### config.mk
export PLATFORM = sky130hd
export DESIGN_NAME = binary_min_heap_queue_top
export DESIGN_NICKNAME = d
export VERILOG_FILES = /design/src/sv/bmhq_pkg.sv /design/src/sv/binary_min_heap_queue_top.sv /design/src/sv/bmhq_cell.sv
export VERILOG_INCLUDE_DIRS = /design/src /design/src/sv
export SDC_FILE = /design/constraint.sdc
export NUM_CORES = 2
export LEC_CHECK = 0
export BUFFER_PORTS_ARGS = -buffer_cell sky130_fd_sc_hd__buf_2
export CAP_MARGIN = 0
export CORE_ASPECT_RATIO = 0.8
export CORE_MARGIN = 2
export CORE_UTILIZATION = 50
export CTS_CLUSTER_DIAMETER = 150
export DETAILED_ROUTE_END_ITERATION = 7
export PLACE_DENSITY = 0.65
export SYNTH_ARGS = -nofsm -noshare
export SYNTH_HDL_FRONTEND = slang
export SYNTH_HIERARCHICAL = 1
export SYNTH_SLANG_ARGS = --single-unit
### constraint.sdc
create_clock -name clk -period 5.8 [get_ports clk]
set_clock_uncertainty 0.2 [all_clocks]
set_input_delay 1.45 -clock clk [delete_from_list [all_inputs] [get_ports clk]]
set_output_delay 1.45 -clock clk [all_outputs]
set_load 0.03 [all_outputs]
### src/sv/binary_min_heap_queue_top_macros.svh
// Assertion macros for the binary min-heap queue.
// Used by binary_min_heap_queue_top; they expect signals clk and arst_n in scope.
`ifndef BINARY_MIN_HEAP_QUEUE_TOP_MACROS_SVH
`define BINARY_MIN_HEAP_QUEUE_TOP_MACROS_SVH

`ifndef ASSERT_OFF
`define BMHQ_ASSERT(label, prop, msg) \
	label: assert property (@(posedge clk) disable iff (!arst_n) prop) else $error(msg);
`define BMHQ_ASSERT_NEXT(label, trig, prop, msg) \
	label: assert property (@(posedge clk) disable iff (!arst_n) trig |=> prop) else $error(msg);
`else
`define BMHQ_ASSERT(label, prop, msg)
`define BMHQ_ASSERT_NEXT(label, trig, prop, msg)
`endif

`endif

### src/sv/bmhq_pkg.sv
`timescale 1ns / 1ps
// Shared types and constants for the binary min-heap queue.
// Used by bmhq_cell and binary_min_heap_queue_top; depends on nothing.
package bmhq_pkg;

	localparam int HEAP_DEPTH_DEF = 32;
	localparam int KEY_W          = 16;
	localparam int COUNT_OUT_W    = 6;

	localparam logic ACT_PUSH = 1'b0;
	localparam logic ACT_POP  = 1'b1;

	typedef struct packed {
		logic             action;
		logic [KEY_W-1:0] key_in;
	} cmd_item_t;

	typedef struct packed {
		logic [KEY_W-1:0]       top_key;
		logic [COUNT_OUT_W-1:0] entry_count;
		logic                   is_empty;
		logic                   op_error;
	} rsp_item_t;

	typedef enum logic [1:0] {
		CELL_HOLD,
		CELL_PUSH,
		CELL_POP
	} cell_op_t;

	typedef struct packed {
		cell_op_t         op;
		logic [KEY_W-1:0] key;
	} cell_ctrl_t;

endpackage

### src/sv/binary_min_heap_queue_top.sv
`timescale 1ns / 1ps
// Each result is registered and appears in the cycle after its item is accepted.
// Throughput: one item per cycle while results are taken; the whole cell row
// shifts or inserts together for every push or pop that is not rejected.
// Reset clears the entry count and the result valid flag; cell keys are not cleared.
// Top level of the binary min-heap queue; depends on bmhq_pkg and bmhq_cell.
`include "binary_min_heap_queue_top_macros.svh"
module binary_min_heap_queue_top
	import bmhq_pkg::*;
#(
	parameter int HEAP_DEPTH = HEAP_DEPTH_DEF
) (
	input  logic      clk,
	input  logic      arst_n,
	input  logic      cmd_valid,
	output logic      cmd_stall,
	input  cmd_item_t cmd,
	output logic      rsp_valid,
	input  logic      rsp_stall,
	output rsp_item_t rsp
);

	localparam int CNT_W = $clog2(HEAP_DEPTH + 1);

	logic [CNT_W-1:0] count_q;
	logic [CNT_W-1:0] count_d;
	logic             rsp_valid_q;
	rsp_item_t        rsp_q;
	rsp_item_t        rsp_d;

	logic             accept;
	logic             is_full;
	logic             err;
	cell_ctrl_t       ctrl;
	logic [KEY_W-1:0] top_d;
	logic [CNT_W+COUNT_OUT_W-1:0] count_ext;

	logic [KEY_W-1:0] cell_key  [HEAP_DEPTH];
	logic             cell_keep [HEAP_DEPTH];
	logic             cell_occ  [HEAP_DEPTH];

	assign cmd_stall = rsp_valid_q && rsp_stall;
	assign accept    = cmd_valid && !cmd_stall;
	assign is_full   = (count_q == CNT_W'(HEAP_DEPTH));
	assign err       = (cmd.action == ACT_PUSH) ? is_full : (count_q == '0);

	always_comb begin
		ctrl.key = cmd.key_in;
		if (!accept || err) begin
			ctrl.op = CELL_HOLD;
		end else if (cmd.action == ACT_PUSH) begin
			ctrl.op = CELL_PUSH;
		end else begin
			ctrl.op = CELL_POP;
		end
	end

	for (genvar i = 0; i < HEAP_DEPTH; i++) begin : g_cell
		assign cell_occ[i] = (CNT_W'(i) < count_q);
		if (i == 0) begin : g_first
			bmhq_cell u_cell (
				.clk       (clk),
				.ctrl      (ctrl),
				.occ       (cell_occ[i]),
				.left_key  (cmd.key_in),
				.left_keep (1'b1),
				.right_key (cell_key[i+1]),
				.key       (cell_key[i]),
				.keep      (cell_keep[i])
			);
		end else if (i == HEAP_DEPTH - 1) begin : g_last
			bmhq_cell u_cell (
				.clk       (clk),
				.ctrl      (ctrl),
				.occ       (cell_occ[i]),
				.left_key  (cell_key[i-1]),
				.left_keep (cell_keep[i-1]),
				.right_key ('0),
				.key       (cell_key[i]),
				.keep      (cell_keep[i])
			);
		end else begin : g_mid
			bmhq_cell u_cell (
				.clk       (clk),
				.ctrl      (ctrl),
				.occ       (cell_occ[i]),
				.left_key  (cell_key[i-1]),
				.left_keep (cell_keep[i-1]),
				.right_key (cell_key[i+1]),
				.key       (cell_key[i]),
				.keep      (cell_keep[i])
			);
		end
	end

	always_comb begin
		count_d = count_q;
		top_d   = (count_q == '0) ? '0 : cell_key[0];
		case (ctrl.op)
			CELL_PUSH: begin
				count_d = count_q + CNT_W'(1);
				if (count_q == '0 || cmd.key_in < cell_key[0]) begin
					top_d = cmd.key_in;
				end else begin
					top_d = cell_key[0];
				end
			end
			CELL_POP: begin
				count_d = count_q - CNT_W'(1);
				top_d   = (count_q > CNT_W'(1)) ? cell_key[1] : '0;
			end
			default: begin
				count_d = count_q;
			end
		endcase
	end

	assign count_ext = {{COUNT_OUT_W{1'b0}}, count_d};

	always_comb begin
		rsp_d.top_key     = top_d;
		rsp_d.entry_count = count_ext[COUNT_OUT_W-1:0];
		rsp_d.is_empty    = (count_d == '0);
		rsp_d.op_error    = err;
	end

	always_ff @(posedge clk or negedge arst_n) begin
		if (!arst_n) begin
			count_q     <= '0;
			rsp_valid_q <= 1'b0;
		end else begin
			count_q <= count_d;
			if (accept) begin
				rsp_valid_q <= 1'b1;
			end else if (!rsp_stall) begin
				rsp_valid_q <= 1'b0;
			end
		end
	end

	always_ff @(posedge clk) begin
		if (accept) begin
			rsp_q <= rsp_d;
		end
	end

	assign rsp_valid = rsp_valid_q;
	assign rsp       = rsp_q;

	`BMHQ_ASSERT(a_count_bound, count_q <= CNT_W'(HEAP_DEPTH), "entry count beyond depth")
	`BMHQ_ASSERT_NEXT(a_err_hold, accept && err, count_q == $past(count_q), "rejected item changed count")
	`BMHQ_ASSERT(a_empty_flag, rsp_valid |-> (rsp.is_empty == (count_q == '0)), "empty flag mismatch")
	`BMHQ_ASSERT(a_top_key, rsp_valid && !rsp.is_empty |-> rsp.top_key == cell_key[0], "top key mismatch")

endmodule

### src/sv/bmhq_cell.sv
`timescale 1ns / 1ps
// One cell of the sorted key row: holds one key and trades it with its neighbors.
// Depends on bmhq_pkg.
module bmhq_cell
	import bmhq_pkg::*;
(
	input  logic             clk,
	input  cell_ctrl_t       ctrl,
	input  logic             occ,
	input  logic [KEY_W-1:0] left_key,
	input  logic             left_keep,
	input  logic [KEY_W-1:0] right_key,
	output logic [KEY_W-1:0] key,
	output logic             keep
);

	logic [KEY_W-1:0] key_q;
	logic [KEY_W-1:0] key_d;

	assign keep = occ && (key_q <= ctrl.key);
	assign key  = key_q;

	always_comb begin
		unique case (ctrl.op)
			CELL_PUSH: begin
				if (keep) begin
					key_d = key_q;
				end else if (left_keep) begin
					key_d = ctrl.key;
				end else begin
					key_d = left_key;
				end
			end
			CELL_POP: begin
				key_d = right_key;
			end
			default: begin
				key_d = key_q;
			end
		endcase
	end

	always_ff @(posedge clk) begin
		key_q <= key_d;
	end

endmodule
==> reports/qor.txt <==
LAYOUT
---------------------------------------------------------------------
Proportion of layout cells with a drive suffix above 1          10.3%
Number of nets in the finished design                            5088
Synthesis-to-finish area growth                                 11.1%
Post-route core utilization                                     56.0%

GLOBAL ROUTING
---------------------------------------------------------------------
Total global routing overflow                                       0
Number of global-route vias before repair                       32441
All-Layer GR Usage                                              28.5%
Largest net degree at the start of global routing                  40
Global-route wire length before repair                         193 mm
Antenna violations before repair                                    3

CTS
---------------------------------------------------------------------
Setup repair bufs after CTS                                         0
Number of buffers created by CTS                                   60
Root buffer cell                                            clkbuf_16
H-tree levels                                                       2
Worst-path clk slew                                           0.06 ns
Number of cells upsized or downsized after cts                      0
CTS tree                                                         done
Max clock buf depth                                                 3
Clock sinks                                                       543
CTS hold repair buffers                                             0
Clock Latency Late Sink                                       0.67 ns

ROUTE
---------------------------------------------------------------------
Detailed-route via count                                        33564
Router iterations before antenna repair                             6
Total Routed Length                                            125 mm
Final routed wire length divided by cell count                21.9 um
Post-route DRC violation count                                      0
Vias per inst                                                    5.88
Drt initial violations                                           3411
Final antenna-violating net count                                   0

STA
---------------------------------------------------------------------
Fin crit share                                                  73.8%
Hold Violations, Final                                              0
Highest attainable clock frequency                            234 MHz
Unrepaired setup endpoints after global routing                    no
Worst-Margin Slew                                             1.21 ns
Minimum clock period after layout                             4.28 ns
Slew Viols, Final                                                   0
Worst rel slew slack                                            18.8%
Worst setup margin                                            1.52 ns
Total setup violations reported at the end of the flow              0
Final-layout setup total negative slack                          0 ns

POWER
---------------------------------------------------------------------
Peak supply drop                                           0.000260 V
Net switching component of the power                          7000 uW
Leakage power                                               0.0204 uW
P per Cell Area                                           395 nW/um^2
Logic pwr share                                                 39.2%
Internal power                                               11600 uW
Clock network fraction of total power                           23.7%
Sw Ratio                                                        37.7%
Power share of the sequential group                             37.0%

SETUP PATH
---------------------------------------------------------------------
Type of the setup path with the least slack                 in -> reg
Critical Path Source Type                                primary input
Minimum setup slack among reg-to-reg paths                    1.58 ns
Top fanout value on the critical path                              34
Launch point of the worst path                                cmd[14]
Crit Reg-Reg Startpoint                                    count_q[1]
Worst endpoint data arrival time                              4.42 ns
Critical Path End Type                                       register
Critical Path RT                                              5.94 ns

DIE
---------------------------------------------------------------------
Placeable core region                                      83800 um^2
Full die area                                              86800 um^2
# IOs                                                              47
Die width                                                      329 um
Die Y-Extent                                                   264 um
Starting density of the core                                    50.4%
Number of core rows                                                95

OUTCOME
---------------------------------------------------------------------
Result of the run                                        complete, no violations

LOGIC SYNTHESIS
---------------------------------------------------------------------
Syn_area_per_cell                                           9.53 um^2
Netlist area before placement                              42200 um^2
Warnings from Yosys                                                 6
Count of mapped cells out of synthesis                           4432

HOLD PATH
---------------------------------------------------------------------
Origin of the worst min-delay path                       g_cell[31].g_last.u_cell/key[0]
Hold crit path type                                        reg -> reg

RUN
---------------------------------------------------------------------
Number of max-capacitance violations reported                       0

PLACED DESIGN
---------------------------------------------------------------------
Global placement routability congestion                         0.910
Worst-case setup slack after placement                       0.947 ns
Number of I/O port buffers                                         46
HPWL Detailed                                                 94.4 mm

-- final timing paths --
kind	endpoint	cells after the start
max	g_cell[20].g_mid.u_cell/key[7]	11
min	g_cell[30].g_mid.u_cell/key[0]	2
max reg2reg	g_cell[15].g_mid.u_cell/key[13]	9
min reg2reg	g_cell[30].g_mid.u_cell/key[0]	2
max in group asynchronous	count_q[4]	1
min in group asynchronous	rsp_valid	1
-- layout by cell type, fill, tap and decap left out, types with 5 or more instances in the layout --
cell	count
nand2_1	659
ha_1	530
a311o_1	32
nor2_1	42
buf_4	160
nand4_1	66
a2111o_1	32
a21o_1	67
a221o_1	16
dfrtp_1	7
nand4_2	33
a211oi_1	32
a21oi_1	198
nand3_1	40
buf_2	34
clkbuf_8	6
nor2b_1	65
o21ai_0	585
clkinv_2	14
a21boi_2	31
and3_1	16
buf_12	10
clkbuf_16	61
edfxtp_1	536
inv_1	564
nor3_1	37
clkbuf_1	13
mux2i_1	513
nor2b_2	32
conb_1	17
nand2b_1	11
o21bai_1	5
bufinv_16	15
nand3_2	32
a21oi_2	33
-- through the flow --
stage               std cells  cell area (um^2)  power (uW)  hold slack [ns]
floorplan                4447             42300       11700            0.322
global placement         5590             44700       13900            0.368
detailed placement       5590             44700       14100            0.373
CTS                      5704             46900       18500            0.388
global route             5704             46900       19600            0.420
finish                   5705             46900       18600            0.382
-- routing by layer --
layer / share of wire [%] / vias up / wire length (um) / GRT usage, %
met5: 0 / - / 0 / 0
met4: 2.0 / 0 / 2460 / 6.26
met3: 7.7 / 151 / 9590 / 4.88
met2: 44 / 1094 / 54500 / 43.4
met1: 47 / 16189 / 58600 / 42.2
li1: - / 16130 / - / -
-- power groups by stage --
stage	Sequential, uW	Combinational (uW)	Clock (uW)
2_1_floorplan	6410	5310	0
3_3_place_gp	6930	6930	0
3_5_place_dp	6930	7150	0
4_1_cts	6850	7190	4450
5_1_grt	6960	8030	4580
6_report	6870	7280	4400
-- sequential cells by signal, summed over array words and instances, names as in the netlist --
signal,count
g_cell.g_mid.u_cell/key,480
rsp,24
g_cell.g_first.u_cell/key,16
g_cell.g_last.u_cell/key,16
count_q,6
rsp_valid,1
-- worst max-delay path, stage by stage --
cell and delay [ns]:
buf_4 0.50, buf_4 0.26, inv_1 0.05, ha_1 0.30, nand4_2 0.18, nor3_1 0.56, nand2_1 0.21, a21boi_2 0.16
buf_4 0.30, mux2i_1 0.28, o21ai_0 0.12
-- final cells by class --
cell class | instances | area (um^2)
Antenna cell | 1 | 2.50
Sequential cell | 543 | 16300
Inverter | 566 | 2120
Timing Repair Buffer | 204 | 1570
Tap cell | 1115 | 1400
Clock buffer | 80 | 1660
Multi-Input combinational cell | 3162 | 23400
Clock inverter | 34 | 549
Fill cell | 7406 | 36900
Note: power is estimated with default switching activity, not from simulation.
